## src/sv/gta_pkg.sv

```systemverilog
// Shared constants, type codes and class mapping for the greedy track association block.
// Depends on nothing; imported by the top level and the testbench.
`default_nettype none
package gta_pkg;

  localparam int unsigned ID_W     = 16;
  localparam int unsigned TYPE_W   = 3;
  localparam int unsigned VEL_W    = 14;
  localparam int unsigned LOST_W   = 8;
  localparam int unsigned RADIUS_W = 13;
  localparam int unsigned MLF_W    = 8;
  localparam int unsigned CLASS_W  = 8;
  localparam int unsigned CFG_W    = 13;
  localparam int unsigned CFG_IDX_W = 1;
  localparam int unsigned LIM_W    = 28;

  localparam logic [CFG_IDX_W-1:0] CFG_MATCH_RADIUS = 1'd0;
  localparam logic [CFG_IDX_W-1:0] CFG_MAX_LOST     = 1'd1;

  localparam logic [RADIUS_W-1:0] RADIUS_RESET = 13'd50;
  localparam logic [MLF_W-1:0]    MLF_RESET    = 8'd5;

  localparam logic [LOST_W-1:0] LOST_MAX = 8'd255;
  localparam int VEL_LIMIT = 8190;

  localparam logic [TYPE_W-1:0] TYPE_UNKNOWN    = 3'd0;
  localparam logic [TYPE_W-1:0] TYPE_BICYCLE    = 3'd1;
  localparam logic [TYPE_W-1:0] TYPE_CAR        = 3'd2;
  localparam logic [TYPE_W-1:0] TYPE_MOTORCYCLE = 3'd3;
  localparam logic [TYPE_W-1:0] TYPE_BUS        = 3'd4;
  localparam logic [TYPE_W-1:0] TYPE_TRUCK      = 3'd5;

  localparam logic [CLASS_W-1:0] CLASS_BICYCLE    = 8'd1;
  localparam logic [CLASS_W-1:0] CLASS_CAR        = 8'd2;
  localparam logic [CLASS_W-1:0] CLASS_MOTORCYCLE = 8'd3;
  localparam logic [CLASS_W-1:0] CLASS_BUS        = 8'd5;
  localparam logic [CLASS_W-1:0] CLASS_TRUCK      = 8'd7;

  localparam logic ACT_DETECT = 1'b0;
  localparam logic ACT_FRAME  = 1'b1;

  function automatic logic [TYPE_W-1:0] class_to_type(input logic [CLASS_W-1:0] c);
    logic [TYPE_W-1:0] t;
    case (c)
      CLASS_BICYCLE:    t = TYPE_BICYCLE;
      CLASS_CAR:        t = TYPE_CAR;
      CLASS_MOTORCYCLE: t = TYPE_MOTORCYCLE;
      CLASS_BUS:        t = TYPE_BUS;
      CLASS_TRUCK:      t = TYPE_TRUCK;
      default:          t = TYPE_UNKNOWN;
    endcase
    return t;
  endfunction

endpackage
`default_nettype wire

```

## src/sv/gta_ram.sv

```systemverilog
// Single-port-write, single-port-read synchronous memory with registered read data.
// Used for the detection buffer and the track table; no package needed.
`default_nettype none
module gta_ram #(
  parameter int unsigned WIDTH = 8,
  parameter int unsigned DEPTH = 16
) (
  input  wire logic                     clk_i,
  input  wire logic                     we_i,
  input  wire logic [$clog2(DEPTH)-1:0] waddr_i,
  input  wire logic [WIDTH-1:0]         wdata_i,
  input  wire logic [$clog2(DEPTH)-1:0] raddr_i,
  output logic      [WIDTH-1:0]         rdata_o
);

  logic [WIDTH-1:0] mem [DEPTH];

  always_ff @(posedge clk_i) begin
    if (we_i) begin
      mem[waddr_i] <= wdata_i;
    end
    rdata_o <= mem[raddr_i];
  end

endmodule
`default_nettype wire

```

## src/sv/gta_dist.sv

```systemverilog
// Two-stage squared centre distance unit: absolute differences, then squares.
// Sum of squares is given combinationally from the registered squares.
`default_nettype none
module gta_dist #(
  parameter int unsigned CW = 14
) (
  input  wire logic          clk_i,
  input  wire logic [CW-1:0] dcx_i,
  input  wire logic [CW-1:0] dcy_i,
  input  wire logic [CW-1:0] tcx_i,
  input  wire logic [CW-1:0] tcy_i,
  output logic      [2*CW:0] d2_o
);

  logic [CW-1:0]   ax_q, ay_q;
  logic [2*CW-1:0] sqx_q, sqy_q;

  always_ff @(posedge clk_i) begin
    ax_q  <= (dcx_i >= tcx_i) ? dcx_i - tcx_i : tcx_i - dcx_i;
    ay_q  <= (dcy_i >= tcy_i) ? dcy_i - tcy_i : tcy_i - dcy_i;
    sqx_q <= (2*CW)'(ax_q) * (2*CW)'(ax_q);
    sqy_q <= (2*CW)'(ay_q) * (2*CW)'(ay_q);
  end

  assign d2_o = {1'b0, sqx_q} + {1'b0, sqy_q};

endmodule
`default_nettype wire

```

## src/sv/greedy_track_association.sv

```systemverilog
// Greedy nearest-neighbour track association: top level with the frame sequencer.
// Depends on gta_pkg, gta_ram and gta_dist.
//
// A detection request (action 0) is taken while idle and busy_o stays low. An
// end-of-frame request raises busy_o until its last result has been shown. The
// sequencer walks the track table memory one slot per cycle: each track is found in
// id order by a full scan, then each buffered detection passes through the distance
// pipeline, then the track is written back; a closing search finds no further track.
// Ageing is one more scan; each new track costs a scan for its id or a free slot and
// a write, and each matched detection is skipped; each result costs a scan. Results
// appear one at a time on res_valid_o for a single cycle each and cannot be stalled;
// last_o marks the final one of the frame.
`default_nettype none
module greedy_track_association #(
  parameter int unsigned MAX_TRACKS     = 16,
  parameter int unsigned MAX_DETECTIONS = 16,
  parameter int unsigned COORD_BITS     = 12
) (
  input  wire logic                          clk_i,
  input  wire logic                          rst_ni,
  input  wire logic                          start_i,
  output logic                               busy_o,
  input  wire logic                          action_i,
  input  wire logic [COORD_BITS-1:0]         box_x_i,
  input  wire logic [COORD_BITS-1:0]         box_y_i,
  input  wire logic [COORD_BITS-1:0]         box_w_i,
  input  wire logic [COORD_BITS-1:0]         box_h_i,
  input  wire logic [gta_pkg::CLASS_W-1:0]   class_code_i,
  input  wire logic                          cfg_we_i,
  input  wire logic [gta_pkg::CFG_IDX_W-1:0] cfg_idx_i,
  input  wire logic [gta_pkg::CFG_W-1:0]     cfg_data_i,
  output logic                               res_valid_o,
  output logic                               track_valid_o,
  output logic [gta_pkg::ID_W-1:0]           trk_id_o,
  output logic [gta_pkg::TYPE_W-1:0]         track_type_o,
  output logic [COORD_BITS-1:0]              out_x_o,
  output logic [COORD_BITS-1:0]              out_y_o,
  output logic [COORD_BITS-1:0]              out_w_o,
  output logic [COORD_BITS-1:0]              out_h_o,
  output logic signed [gta_pkg::VEL_W-1:0]   vel_x_o,
  output logic signed [gta_pkg::VEL_W-1:0]   vel_y_o,
  output logic [gta_pkg::LOST_W-1:0]         lost_count_o,
  output logic                               overflow_o,
  output logic                               last_o
);
  import gta_pkg::*;

  localparam int unsigned CB   = COORD_BITS;
  localparam int unsigned CW   = CB + 2;
  localparam int unsigned D2W  = 2 * CW + 1;
  localparam int unsigned CMPW = (D2W > LIM_W) ? D2W : LIM_W;
  localparam int unsigned AW   = $clog2(MAX_TRACKS);
  localparam int unsigned DAW  = $clog2(MAX_DETECTIONS);
  localparam int unsigned CNTW = $clog2(MAX_DETECTIONS + 1);
  localparam int unsigned LVW  = $clog2(MAX_TRACKS + 1);
  localparam int unsigned DETW = 4 * CB + TYPE_W;
  localparam int unsigned TRW  = ID_W + TYPE_W + 4 * CB + 2 * VEL_W + LOST_W;

  localparam logic [3:0] S_IDLE  = 4'd0;
  localparam logic [3:0] S_ASEL  = 4'd1;
  localparam logic [3:0] S_DRD   = 4'd2;
  localparam logic [3:0] S_DDIFF = 4'd3;
  localparam logic [3:0] S_DSQ   = 4'd4;
  localparam logic [3:0] S_DCMP  = 4'd5;
  localparam logic [3:0] S_AUPD  = 4'd6;
  localparam logic [3:0] S_AWR   = 4'd7;
  localparam logic [3:0] S_RMV   = 4'd8;
  localparam logic [3:0] S_NCHK  = 4'd9;
  localparam logic [3:0] S_NSCAN = 4'd10;
  localparam logic [3:0] S_NWR   = 4'd11;
  localparam logic [3:0] S_ESEL  = 4'd12;

  logic [3:0] state_q, state_d;
  logic [RADIUS_W-1:0] radius_q;
  logic [MLF_W-1:0] mlf_q;
  logic [LIM_W-1:0] lim_q;
  logic [CNTW-1:0] det_cnt_q, det_cnt_d;
  logic ovf_q, ovf_d;
  logic [ID_W-1:0] next_id_q, next_id_d;
  logic [MAX_TRACKS-1:0] valid_q, valid_d;
  logic [LVW-1:0] live_q, live_d, emit_k_q, emit_k_d;
  logic [MAX_DETECTIONS-1:0] used_q, used_d;
  logic [AW:0] scan_a_q, scan_a_d;
  logic rv_q, rv_d;
  logic [AW-1:0] rs_q, rs_d, sel_q, sel_d;
  logic found_q, found_d, first_q, first_d;
  logic [ID_W-1:0] prev_id_q, prev_id_d;
  logic [ID_W-1:0] cur_id_q;
  logic [TYPE_W-1:0] cur_type_q;
  logic [CB-1:0] cur_x_q, cur_y_q, cur_w_q, cur_h_q;
  logic [VEL_W-1:0] cur_vx_q, cur_vy_q;
  logic [LOST_W-1:0] cur_lost_q;
  logic cur_load;
  logic [CNTW-1:0] di_q, di_d;
  logic [DAW-1:0] bi_q, bi_d;
  logic afound_q, afound_d, elig_q, elig_d;
  logic [D2W-1:0] best_q, best_d;
  logic emit_fire, empty_fire, scan_init;

  // memories
  logic det_we;
  logic [DAW-1:0] det_raddr;
  logic [DETW-1:0] det_rdata;
  logic trk_we;
  logic [AW-1:0] trk_waddr;
  logic [TRW-1:0] trk_wdata, trk_rdata;

  gta_ram #(.WIDTH(DETW), .DEPTH(MAX_DETECTIONS)) u_det_ram (
    .clk_i   (clk_i),
    .we_i    (det_we),
    .waddr_i (det_cnt_q[DAW-1:0]),
    .wdata_i ({box_x_i, box_y_i, box_w_i, box_h_i, class_to_type(class_code_i)}),
    .raddr_i (det_raddr),
    .rdata_o (det_rdata)
  );

  gta_ram #(.WIDTH(TRW), .DEPTH(MAX_TRACKS)) u_trk_ram (
    .clk_i   (clk_i),
    .we_i    (trk_we),
    .waddr_i (trk_waddr),
    .wdata_i (trk_wdata),
    .raddr_i (scan_a_q[AW-1:0]),
    .rdata_o (trk_rdata)
  );

  logic [CB-1:0] dx, dy, dw, dh;
  logic [TYPE_W-1:0] dtype;
  assign {dx, dy, dw, dh, dtype} = det_rdata;

  logic [ID_W-1:0] r_id;
  logic [TYPE_W-1:0] r_type;
  logic [CB-1:0] r_x, r_y, r_w, r_h;
  logic [VEL_W-1:0] r_vx, r_vy;
  logic [LOST_W-1:0] r_lost;
  assign {r_id, r_type, r_x, r_y, r_w, r_h, r_vx, r_vy, r_lost} = trk_rdata;

  // doubled centres
  logic [CW-1:0] dcx, dcy, tcx, tcy;
  assign dcx = CW'({dx, 1'b0}) + CW'(dw);
  assign dcy = CW'({dy, 1'b0}) + CW'(dh);
  assign tcx = CW'({cur_x_q, 1'b0}) + CW'(cur_w_q);
  assign tcy = CW'({cur_y_q, 1'b0}) + CW'(cur_h_q);

  logic [D2W-1:0] d2;
  gta_dist #(.CW(CW)) u_dist (
    .clk_i (clk_i),
    .dcx_i (dcx),
    .dcy_i (dcy),
    .tcx_i (tcx),
    .tcy_i (tcy),
    .d2_o  (d2)
  );

  logic signed [CW:0] vdx, vdy;
  logic signed [31:0] vdx_w, vdy_w;
  logic [VEL_W-1:0] nvx, nvy;
  assign vdx = $signed({1'b0, dcx}) - $signed({1'b0, tcx});
  assign vdy = $signed({1'b0, dcy}) - $signed({1'b0, tcy});
  assign vdx_w = 32'(vdx);
  assign vdy_w = 32'(vdy);
  always_comb begin
    if (vdx_w > VEL_LIMIT) nvx = VEL_W'(VEL_LIMIT);
    else if (vdx_w < -VEL_LIMIT) nvx = VEL_W'(-VEL_LIMIT);
    else nvx = vdx_w[VEL_W-1:0];
    if (vdy_w > VEL_LIMIT) nvy = VEL_W'(VEL_LIMIT);
    else if (vdy_w < -VEL_LIMIT) nvy = VEL_W'(-VEL_LIMIT);
    else nvy = vdy_w[VEL_W-1:0];
  end

  // first free slot
  logic [AW-1:0] free_slot;
  logic free_any;
  always_comb begin
    free_slot = '0;
    free_any  = 1'b0;
    for (int s = MAX_TRACKS - 1; s >= 0; s--) begin
      if (!valid_q[s]) begin
        free_slot = AW'(s);
        free_any  = 1'b1;
      end
    end
  end

  logic scan_done, better;
  assign scan_done = (scan_a_q == (AW+1)'(MAX_TRACKS)) && !rv_q;
  assign better = rv_q && valid_q[rs_q] && (first_q || r_id > prev_id_q)
                  && (!found_q || r_id < cur_id_q);

  logic accept;
  assign accept = start_i && !busy_o;
  assign busy_o = (state_q != S_IDLE);

  always_comb begin
    state_d = state_q;
    det_cnt_d = det_cnt_q;
    ovf_d = ovf_q;
    next_id_d = next_id_q;
    valid_d = valid_q;
    live_d = live_q;
    emit_k_d = emit_k_q;
    used_d = used_q;
    scan_a_d = scan_a_q;
    rv_d = 1'b0;
    rs_d = rs_q;
    sel_d = sel_q;
    found_d = found_q;
    first_d = first_q;
    prev_id_d = prev_id_q;
    di_d = di_q;
    bi_d = bi_q;
    afound_d = afound_q;
    elig_d = elig_q;
    best_d = best_q;
    cur_load = 1'b0;
    emit_fire = 1'b0;
    empty_fire = 1'b0;
    scan_init = 1'b0;
    det_we = 1'b0;
    det_raddr = di_q[DAW-1:0];
    trk_we = 1'b0;
    trk_waddr = sel_q;
    trk_wdata = {cur_id_q, cur_type_q, cur_x_q, cur_y_q, cur_w_q, cur_h_q,
                 cur_vx_q, cur_vy_q, cur_lost_q};

    if (scan_a_q != (AW+1)'(MAX_TRACKS)) begin
      scan_a_d = scan_a_q + 1'b1;
      rv_d = 1'b1;
      rs_d = scan_a_q[AW-1:0];
    end

    case (state_q)
      S_IDLE: begin
        rv_d = 1'b0;
        scan_a_d = scan_a_q;
        if (accept) begin
          if (action_i == ACT_DETECT) begin
            if (det_cnt_q == CNTW'(MAX_DETECTIONS)) begin
              ovf_d = 1'b1;
            end else begin
              det_we = 1'b1;
              det_cnt_d = det_cnt_q + 1'b1;
            end
          end else begin
            used_d = '0;
            first_d = 1'b1;
            scan_init = 1'b1;
            state_d = S_ASEL;
          end
        end
      end
      S_ASEL, S_ESEL: begin
        if (better) begin
          cur_load = 1'b1;
          found_d = 1'b1;
          sel_d = rs_q;
        end
        if (scan_done) begin
          if (state_q == S_ASEL) begin
            if (!found_q) begin
              scan_init = 1'b1;
              state_d = S_RMV;
            end else begin
              di_d = '0;
              afound_d = 1'b0;
              state_d = (det_cnt_q == '0) ? S_AUPD : S_DRD;
            end
          end else begin
            emit_fire = 1'b1;
            if (emit_k_q == live_q - 1'b1) begin
              det_cnt_d = '0;
              ovf_d = 1'b0;
              state_d = S_IDLE;
            end else begin
              emit_k_d = emit_k_q + 1'b1;
              prev_id_d = cur_id_q;
              first_d = 1'b0;
              scan_init = 1'b1;
            end
          end
        end
      end
      S_DRD: begin
        state_d = S_DDIFF;
      end
      S_DDIFF: begin
        elig_d = !used_q[di_q[DAW-1:0]] && (cur_type_q == TYPE_UNKNOWN || cur_type_q == dtype);
        state_d = S_DSQ;
      end
      S_DSQ: begin
        state_d = S_DCMP;
      end
      S_DCMP: begin
        if (elig_q && CMPW'(d2) < CMPW'(lim_q) && (!afound_q || d2 < best_q)) begin
          afound_d = 1'b1;
          best_d = d2;
          bi_d = di_q[DAW-1:0];
        end
        if (di_q + 1'b1 == det_cnt_q) begin
          state_d = S_AUPD;
        end else begin
          di_d = di_q + 1'b1;
          state_d = S_DRD;
        end
      end
      S_AUPD: begin
        det_raddr = bi_q;
        if (afound_q) begin
          state_d = S_AWR;
        end else begin
          trk_we = 1'b1;
          trk_wdata[LOST_W-1:0] = (cur_lost_q == LOST_MAX) ? cur_lost_q : cur_lost_q + 1'b1;
          prev_id_d = cur_id_q;
          first_d = 1'b0;
          scan_init = 1'b1;
          state_d = S_ASEL;
        end
      end
      S_AWR: begin
        trk_we = 1'b1;
        trk_wdata = {cur_id_q, (cur_type_q == TYPE_UNKNOWN) ? dtype : cur_type_q,
                     dx, dy, dw, dh, nvx, nvy, LOST_W'(0)};
        used_d[bi_q] = 1'b1;
        prev_id_d = cur_id_q;
        first_d = 1'b0;
        scan_init = 1'b1;
        state_d = S_ASEL;
      end
      S_RMV: begin
        if (rv_q && valid_q[rs_q] && r_lost > mlf_q) begin
          valid_d[rs_q] = 1'b0;
          live_d = live_q - 1'b1;
        end
        if (scan_done) begin
          di_d = '0;
          state_d = S_NCHK;
        end
      end
      S_NCHK: begin
        rv_d = 1'b0;
        scan_a_d = scan_a_q;
        if (di_q == det_cnt_q) begin
          if (live_q == '0) begin
            empty_fire = 1'b1;
            det_cnt_d = '0;
            ovf_d = 1'b0;
            state_d = S_IDLE;
          end else begin
            emit_k_d = '0;
            first_d = 1'b1;
            scan_init = 1'b1;
            state_d = S_ESEL;
          end
        end else if (used_q[di_q[DAW-1:0]]) begin
          di_d = di_q + 1'b1;
        end else begin
          scan_init = 1'b1;
          state_d = S_NSCAN;
        end
      end
      S_NSCAN: begin
        if (rv_q && valid_q[rs_q] && r_id == next_id_q && !found_q) begin
          found_d = 1'b1;
          sel_d = rs_q;
        end
        if (scan_done) begin
          if (found_q) begin
            state_d = S_NWR;
          end else if (free_any) begin
            sel_d = free_slot;
            state_d = S_NWR;
          end else begin
            ovf_d = 1'b1;
            di_d = di_q + 1'b1;
            state_d = S_NCHK;
          end
        end
      end
      S_NWR: begin
        trk_we = 1'b1;
        trk_wdata = {next_id_q, dtype, dx, dy, dw, dh, VEL_W'(0), VEL_W'(0), LOST_W'(0)};
        if (!valid_q[sel_q]) begin
          live_d = live_q + 1'b1;
        end
        valid_d[sel_q] = 1'b1;
        next_id_d = next_id_q + 1'b1;
        di_d = di_q + 1'b1;
        state_d = S_NCHK;
      end
      default: begin
        state_d = S_IDLE;
      end
    endcase

    if (scan_init) begin
      scan_a_d = '0;
      rv_d = 1'b0;
      found_d = 1'b0;
    end
  end

  always_ff @(posedge clk_i or negedge rst_ni) begin
    if (!rst_ni) begin
      state_q <= S_IDLE;
      radius_q <= RADIUS_RESET;
      mlf_q <= MLF_RESET;
      det_cnt_q <= '0;
      ovf_q <= 1'b0;
      next_id_q <= '0;
      valid_q <= '0;
      live_q <= '0;
      emit_k_q <= '0;
      used_q <= '0;
      scan_a_q <= '0;
      rv_q <= 1'b0;
      found_q <= 1'b0;
      first_q <= 1'b0;
      afound_q <= 1'b0;
      elig_q <= 1'b0;
      res_valid_o <= 1'b0;
    end else begin
      state_q <= state_d;
      if (cfg_we_i) begin
        case (cfg_idx_i)
          CFG_MATCH_RADIUS: radius_q <= cfg_data_i[RADIUS_W-1:0];
          CFG_MAX_LOST:     mlf_q <= cfg_data_i[MLF_W-1:0];
          default: ;
        endcase
      end
      det_cnt_q <= det_cnt_d;
      ovf_q <= ovf_d;
      next_id_q <= next_id_d;
      valid_q <= valid_d;
      live_q <= live_d;
      emit_k_q <= emit_k_d;
      used_q <= used_d;
      scan_a_q <= scan_a_d;
      rv_q <= rv_d;
      found_q <= found_d;
      first_q <= first_d;
      afound_q <= afound_d;
      elig_q <= elig_d;
      res_valid_o <= emit_fire || empty_fire;
    end
  end

  logic [2*RADIUS_W-1:0] rr;
  assign rr = (2*RADIUS_W)'(radius_q) * (2*RADIUS_W)'(radius_q);

  always_ff @(posedge clk_i) begin
    lim_q <= {rr, 2'b00};
    rs_q <= rs_d;
    sel_q <= sel_d;
    prev_id_q <= prev_id_d;
    di_q <= di_d;
    bi_q <= bi_d;
    best_q <= best_d;
    if (cur_load) begin
      cur_id_q <= r_id;
      cur_type_q <= r_type;
      cur_x_q <= r_x;
      cur_y_q <= r_y;
      cur_w_q <= r_w;
      cur_h_q <= r_h;
      cur_vx_q <= r_vx;
      cur_vy_q <= r_vy;
      cur_lost_q <= r_lost;
    end
    if (emit_fire) begin
      track_valid_o <= 1'b1;
      trk_id_o <= cur_id_q;
      track_type_o <= cur_type_q;
      out_x_o <= cur_x_q;
      out_y_o <= cur_y_q;
      out_w_o <= cur_w_q;
      out_h_o <= cur_h_q;
      vel_x_o <= cur_vx_q;
      vel_y_o <= cur_vy_q;
      lost_count_o <= cur_lost_q;
      overflow_o <= ovf_q;
      last_o <= (emit_k_q == live_q - 1'b1);
    end else if (empty_fire) begin
      track_valid_o <= 1'b0;
      trk_id_o <= '0;
      track_type_o <= TYPE_UNKNOWN;
      out_x_o <= '0;
      out_y_o <= '0;
      out_w_o <= '0;
      out_h_o <= '0;
      vel_x_o <= '0;
      vel_y_o <= '0;
      lost_count_o <= '0;
      overflow_o <= ovf_q;
      last_o <= 1'b1;
    end
  end

  a_live_count: assert property (@(posedge clk_i) disable iff (!rst_ni)
    $countones(valid_q) == 32'(live_q))
    else $error("live track count disagrees with valid bits");

  a_det_count: assert property (@(posedge clk_i) disable iff (!rst_ni)
    det_cnt_q <= CNTW'(MAX_DETECTIONS))
    else $error("detection count beyond buffer depth");

  a_last_idle: assert property (@(posedge clk_i) disable iff (!rst_ni)
    (res_valid_o && last_o) |-> !busy_o)
    else $error("busy after last result of frame");

  a_frame_busy: assert property (@(posedge clk_i) disable iff (!rst_ni)
    (accept && action_i == ACT_FRAME) |=> busy_o)
    else $error("end-of-frame request did not start association");

  a_no_result_idle: assert property (@(posedge clk_i) disable iff (!rst_ni)
    (res_valid_o && !last_o) |-> busy_o)
    else $error("result without last while idle");

endmodule
`default_nettype wire

```

## config.mk

```make
export PLATFORM = sky130hd
export DESIGN_NAME = greedy_track_association
export DESIGN_NICKNAME = d
export VERILOG_FILES = /design/src/sv/gta_pkg.sv /design/src/sv/gta_ram.sv /design/src/sv/gta_dist.sv /design/src/sv/greedy_track_association.sv
export SDC_FILE = /design/constraint.sdc
export NUM_CORES = 2
export LEC_CHECK = 0
export ABC_AREA = 1
export BUFFER_PORTS_ARGS = -buffer_cell sky130_fd_sc_hd__buf_2
export CELL_PAD_IN_SITES_DETAIL_PLACEMENT = 1
export CELL_PAD_IN_SITES_GLOBAL_PLACEMENT = 1
export CORE_ASPECT_RATIO = 1.25
export CORE_MARGIN = 2
export CORE_UTILIZATION = 56
export DETAILED_ROUTE_END_ITERATION = 6
export PLACE_DENSITY = 0.87
export SYNTH_ARGS = -nofsm -noshare
export SYNTH_HDL_FRONTEND = slang
export SYNTH_SLANG_ARGS = --single-unit
```

## constraint.sdc

```tcl
create_clock -name clk_i -period 16.7 [get_ports clk_i]
set_input_delay 0.835 -clock clk_i [delete_from_list [all_inputs] [get_ports clk_i]]
set_output_delay 0.835 -clock clk_i [all_outputs]
set_load 0.03 [all_outputs]
```

* After elaboration in Yosys (flattened, before gate mapping) *
Memory sizes are Yosys's and may differ from the RTL's. A register that Yosys moved wholly into a read port is not among the register bits.
Cells that the tools add are included.

storage, ports and cells
  memories = 2
  bits in registers = 481
  RAM bits = 2,464

memory list
  name           words  bits a word  read ports  clocked after memory_dff  write ports  RTL line       RTL
  u_trk_ram.mem  16     103          1           1                         1            gta_ram.sv:16  logic [WIDTH-1:0] mem [DEPTH];
  u_det_ram.mem  16     51           1           1                         1            gta_ram.sv:16

operators by class
  equality and inequality tests = 57
  muxes and demuxes = 201
  bitwise logic cells = 5
  $add $sub $neg = 19
  multiply operators = 3
  reduce and logical (&&, ||, !) cells = 62
  order comparisons = 18

operators by type and width
  cell                  number
  $pmux 95 s2           1
  $mux 16               9
  $mux 5                28
  $mux 4                33
  $mux 14               9
  $mux 1                81
  $pmux 16 s2           2
  $mux 12               5
  $add 13x12->14        4
  $mul 14x14->28        2
  $sub 14x14->14        4
  $ne 2x2->1 const B    26
  $pmux 16 s3           1
  $pmux 4 s12           1
  $mux 8                4
  $or 16x16->16         2
  $gt 15x14->1 const B  2
  $lt 15x14->1 const B  2
  $pmux 5 s6            1
  $sub 14x14->15        2
  $add 28x28->29        1
  $lt 29x28->1          1
  $lt 29x29->1          1
  $ge 14x14->1          2
  60 further kinds      141

* Logic depth before layout (Yosys ltp) *
  depth after elaboration = 20
  mapped depth = 31

* Cells and area by module *
From an unflattened synthesis, not the netlist that was laid out.

unflattened totals
  cells, all modules = 16,034
  area, all modules = 154,871.0 sq um

modules (own cells, without submodules)
  module                    cells each  instances  area each (sq um)  seq. area each (sq um)
  gta_ram at u_trk_ram      6,759       1          72,344.4           51,549.4
  gta_ram at u_det_ram      3,361       1          35,788.1           25,524.5
  greedy_track_association  3,418       1          28,549.9           11,136.9
  gta_dist                  2,496       1          18,188.7           1,641.6

* Worst setup path before layout *
No wires, ideal clock.

  path type = register to register
  start = register live_q[0]
  end = register res_valid_o
  setup time = 0.893 ns
  required time = 15.807 ns
  slack = 7.278 ns
  data arrival time = 8.529 ns
  cell stages (with the launch flop) = 6
  path buffers = 0
  cells stage by stage = dfrtp_1 inv_1 ha_1 nand4_1 or2_2 o21ai_0

on the way
  word-level cells in the longest chain between the ends = 5

ends and longest elaborated chain
  element                 RTL line                         RTL
  start, declared         greedy_track_association.sv:81   logic [LVW-1:0] live_q, live_d, emit_k_q, emit_k_d;
  start signal, assigned  greedy_track_association.sv:433  live_q <= live_d;
  $logic_not 5->1         greedy_track_association.sv:342  if (live_q == '0) begin
  $mux 1                  greedy_track_association.sv:342
  $mux 1                  greedy_track_association.sv:341  if (di_q == det_cnt_q) begin
  $mux 1                  greedy_track_association.sv:231  case (state_q)
  $logic_or 1x1->1        greedy_track_association.sv:442  res_valid_o <= emit_fire || empty_fire;
  end signal, assigned    greedy_track_association.sv:442
  end, declared           greedy_track_association.sv:32   output logic res_valid_o,

No other way between the ends.
A chain may end at the register's enable or synchronous reset.

* Worst setup path in the final report *
  start = register u_det_ram.rdata_o[39], read port of u_det_ram.mem
  end = memory u_trk_ram.mem[1][31] (netlist name), data pin

on the way
  word-level cells in the longest chain between the ends = 6
  elaborated cells between the ends (all ways) = 7
  those cells by class = add/sub: 2; order compare: 2; mux: 3

ends and longest elaborated chain
  element                  RTL line                         RTL
  start, declared          gta_ram.sv:13                    output logic [WIDTH-1:0] rdata_o
  $add 13x12->14 (*)       greedy_track_association.sv:139  assign dcx = CW'({dx, 1'b0}) + CW'(dw);
  $sub 14x14->15 (*)       greedy_track_association.sv:157  assign vdx = $signed({1'b0, dcx}) - $signed({1'b0, tcx});
  $lt 15x14->1             greedy_track_association.sv:163  else if (vdx_w < -VEL_LIMIT) nvx = VEL_W'(-VEL_LIMIT);
  $mux 14                  greedy_track_association.sv:163
  $mux 14 (*)              greedy_track_association.sv:162  if (vdx_w > VEL_LIMIT) nvx = VEL_W'(VEL_LIMIT);
  $pmux 95 s2 (*)          greedy_track_association.sv:231
  named net trk_wdata[31]  greedy_track_association.sv:106  logic [TRW-1:0] trk_wdata, trk_rdata;
  end, declared            gta_ram.sv:16

The timed path passes the listed nets; every way through them passes the cells marked *.

==> flow_summary.json <==
{
  "status": "finished, violations left",
  "violations": "max-capacitance violations, max-slew violations",
  "fin_crit_sh_pct": 39.8,
  "period_minus_slack_ns": 6.65,
  "dr_total_vias": 104000,
  "die_area_sq_mm": 0.256,
  "yosys.area_share.simple_pct": 10.3,
  "synth_nets": 13200,
  "path_cells": "ha_1 > inv_1 > fa_1 > o21ai_0 > nand2_1 > o311ai_0 > a21oi_1 > o21bai_1 > xor2_1 > inv_1 > ha_1 > nand2_1 > inv_1 > nand2_1 > nor3_1 > nand2_1 > nand3_1 > xor2_1 > nand2_1 > nand2_1 > nand2_1 > nand2_1 > nand2_1 > nand2_1",
  "die_w_um": 453,
  "ys_types": 69,
  "ys_async_sr_fraction_pct": 3.23,
  "die_y_um": 566,
  "avgSynthCellArea_sq_um": 11.5,
  "cts_resized": 0,
  "worstHoldStart": "cfg_data_i[12]",
  "clk_path_buf_depth": 4,
  "ios": 183,
  "path_clk_slew_ns": 0.06,
  "track_usage_pct": 37.6,
  "cts_tree": "done",
  "grt_pass1_vias": 112000,
  "layout-drive-gt1-share_pct": 7.22,
  "synth-seq-cells": 3096,
  "wl_per_cell_um": 30.7,
  "final_antenna_net_count": 0,
  "clk_latency_ns": 0.90,
  "start_kind": "register",
  "synth-edff-count": 2734,
  "netlist.top_cell.by_area": "edfxtp_1",
  "hpwl_um": 280000,
  "htreeDepth": 5,
  "fmaxAchievable_mhz": 150,
  "ys.flop_type": "edfxtp_1",
  "slowest_delay_ns": 0.59,
  "first_iter_violations": 13000,
  "synth_top_family_by_area": "compound AO/OA/AOI/OAI gates",
  "synth_seq_area_share_pct": 63.6,
  "synthAdderAreaFrac_pct": 8.94,
  "r2r-end": "u_trk_ram.mem[1][31]$_DFFE_PP_",
  "clkSinkCount": 3096,
  "cap_violations": 1,
  "drc_errors": 0,
  "drt_wl_total_um": 489000,
  "rows": 206,
  "critPathRequiredTime_ns": 17.33,
  "final_nets": 13200,
  "hold_path.class": "in -> reg",
  "synth.top_cell.area_share_pct": 58.1,
  "clock_skew_ns": 0.0553,
  "r2r-start": "u_det_ram.rdata_o[39]$_DFF_P_",
  "grt_antenna_before_repair": 23,
  "slowest_stage": "nand2_1",
  "synthToLayoutAreaGrowth_pct": 10.1,
  "crit_fanout": 16,
  "drtPass1Iterations": 6,
  "hold_viol_final": 0,
  "synthesis.area_sq_mm": 0.141,
  "grt_max_degree": 267,
  "core_area_sq_mm": 0.252,
  "grt_overflow": 0,
  "tightest_slew_ns": 1.51,
  "synth_compound_area_share_pct": 10.6,
  "finalSetupTns_ns": 0,
  "syn_inst": 12300,
  "start_util_pct": 56.2,
  "rrSetupSlack_ns": 10.05,
  "grt_pass1_wl_um": 718000,
  "cp.arrival_ns": 7.28,
  "via_per_inst": 6.55,
  "reg2reg_depth": 24,
  "setup_violations": 0,
  "endpoint_kind": "register",
  "hold_end": "radius_q[12]$_DFFE_PN0P_",
  "numPortBuffers": 182,
  "criticalPathCategory": "reg -> reg",
  "report.final.slew_viol_count": 17,
  "yosys_warnings": 0,
  "gp_congestion": 0.934,
  "synth_area_leaders": "edfxtp_1, o21ai_0, fa_1, nor2_1, ha_1",
  "hold_depth": 2,
  "grt_setup_unrepaired": "no",
  "cts_buffers": 307,
  "max_slew_margin_pct": -0.893,
  "synthMuxAreaShare_pct": 0.0221,
  "path_common_cell": "nand2_1",
  "yosys.area_share.xor_xnor_pct": 1.48,
  "cts_root_buf": "clkbuf_16"
}
logic make-up (layout without fill, tap and decap cells):
logic type | count (synthesis) | in the layout
AOI/OAI and AO/OA | 2638 | 2638
and+or+nand+nor | 3638 | 3638
DFF | 3096 | 3096
adders and majority gates | 810 | 810
buffers and inverters | 1855 | 2173
other | 1 | 13
muxes | 3 | 3
xor gates and xnor gates | 239 | 239
metrics by stage:
step	setup WS [ns]	util, %	cells	hold WS, ns	cell area [sq um]
2_1_floorplan	7.28	-	12300	0.386	141000
3_3_place_gp	10.49	57.9	15400	0.386	146000
3_5_place_dp	10.41	57.9	15400	0.390	146000
4_1_cts	10.30	61.8	15900	0.148	156000
5_1_grt	9.80	61.8	15900	0.170	156000
6_report	10.05	61.8	15900	0.174	156000
cell usage after synthesis (4+ instances only):
master,instances
a221oi_1,4
inv_2,18
nand4_1,164
a31oi_1,21
buf_1,12
o21ai_1,109
dfrtp_1,95
o21ai_0,1394
nor4_1,12
o211ai_1,60
inv_1,1240
o2111ai_1,11
dfxtp_1,262
nor3_2,5
nand2_2,5
clkbuf_2,6
clkinv_1,4
o22ai_1,476
xnor2_1,64
dfstp_2,5
o21a_1,9
nor2_2,5
nand3_1,193
a21oi_1,304
o21ai_2,4
a2bb2oi_1,4
buf_4,8
or2_2,9
o21bai_1,31
nor3_1,58
a21o_1,19
nor2_1,1602
nand2_4,4
buf_2,120
edfxtp_1,2734
xor2_1,175
a211oi_1,5
ha_1,478
o31ai_1,7
clkbuf_1,445
nand2_1,1566
fa_1,332
o221ai_1,159
a22oi_1,8
registers in the layout, summed over array words and instances, names as in the netlist, 13 cells and up:
signal	count
radius_q	13
used_q	16
u_dist.ay_q	14
cur_id_q	16
u_dist.sqy_q	27
cur_vx_q	14
trk_id_o	16
next_id_q	16
lim_q	25
u_det_ram.rdata_o	51
u_dist.ax_q	14
u_trk_ram.rdata_o	103
u_dist.sqx_q	27
u_det_ram.mem	816
vel_x_o	14
best_q	29
u_trk_ram.mem	1648
valid_q	16
vel_y_o	14
prev_id_q	16
cur_vy_q	14
layer usage:
| layer | wire length, um | share of wire (%) | GRT usage, % | up-vias |
|---|---|---|---|---|
| li1 | - | - | - | 43000 |
| met5 | 128 | 0.026 | 0 | - |
| met4 | 40100 | 8.2 | 26.8 | 20 |
| met2 | 239000 | 49 | 63.0 | 7188 |
| met3 | 45800 | 9.4 | 7.01 | 2117 |
| met1 | 164000 | 33 | 43.6 | 52100 |
final cells by class:
class | count | area, sq um
Inverter | 1262 | 4780
Multi-Input combinational cell | 7329 | 44600
Sequential cell | 3096 | 89900
Fill cell | 25100 | 96000
Tap cell | 3328 | 4160
Timing Repair Buffer | 365 | 2400
Antenna cell | 12 | 30.0
Clock buffer | 407 | 8390
Clock inverter | 139 | 1340
repair_timing:
action / CTS / global route
hold buffers: 1 / 0
endpoints found under the hold margin: 36 / 0
buffers inserted: 0 / 0
how the worst max path moves through the flow:
| stage | from | end | slack, ns |
|---|---|---|---|
| 2_1_floorplan | live_q[0]$_DFFE_PN0P_ | res_valid_o$_DFF_PN0_ | 7.28 |
| 3_3_place_gp | u_dist.ay_q[3]$_DFF_P_ | u_dist.sqy_q[19]$_DFF_P_ | 10.49 |
| 3_5_place_dp | u_dist.ay_q[3]$_DFF_P_ | u_dist.sqy_q[19]$_DFF_P_ | 10.41 |
| 4_1_cts | u_det_ram.rdata_o[39]$_DFF_P_ | u_trk_ram.mem[10][32]$_DFFE_PP_ | 10.30 |
| 5_1_grt | u_det_ram.rdata_o[39]$_DFF_P_ | u_trk_ram.mem[3][31]$_DFFE_PP_ | 9.80 |
| 6_report | u_det_ram.rdata_o[39]$_DFF_P_ | u_trk_ram.mem[1][31]$_DFFE_PP_ | 10.05 |
critical path, delay by kind of cell (launching register included):
family                   cells  cell delay, ns
AND/OR/NAND/NOR             12            2.53
AO/OA/AOI/OAI                4            1.21
adder cells (fa/ha/maj)      3            1.10
XOR/XNOR                     2            0.72
flip-flops                   1            0.54
buffers and inverters        3            0.28
placed cells by master, fill, tap and decap left out, drive strengths merged, types with 3 or more instances in the layout:
master and n:
o21bai 31, a221oi 4, xor2 175, clkbuf 407, ha 478, a22oi 8, o31ai 7, a211oi 5
nor4 13, clkinv 102, o21ai 1508, nor2 1610, a21o 19, o211ai 60, dfxtp 262, clkinvlp 10
nor3 63, or2 9, o22ai 476, a2bb2oi 4, o2111ai 11, xnor2 64, bufinv 22, o21a 9
diode 12, a21oi 305, buf 364, inv 1267, a31oi 21, nand2 1575, edfxtp 2734, a21boi 3
dfrtp 95, o221ai 159, nand4 164, fa 332, nand3 194, dfstp 5
Power is left out: the tool's default activity adds up to more than one toggle a clock period on the data nets, which glitch-free logic cannot reach.
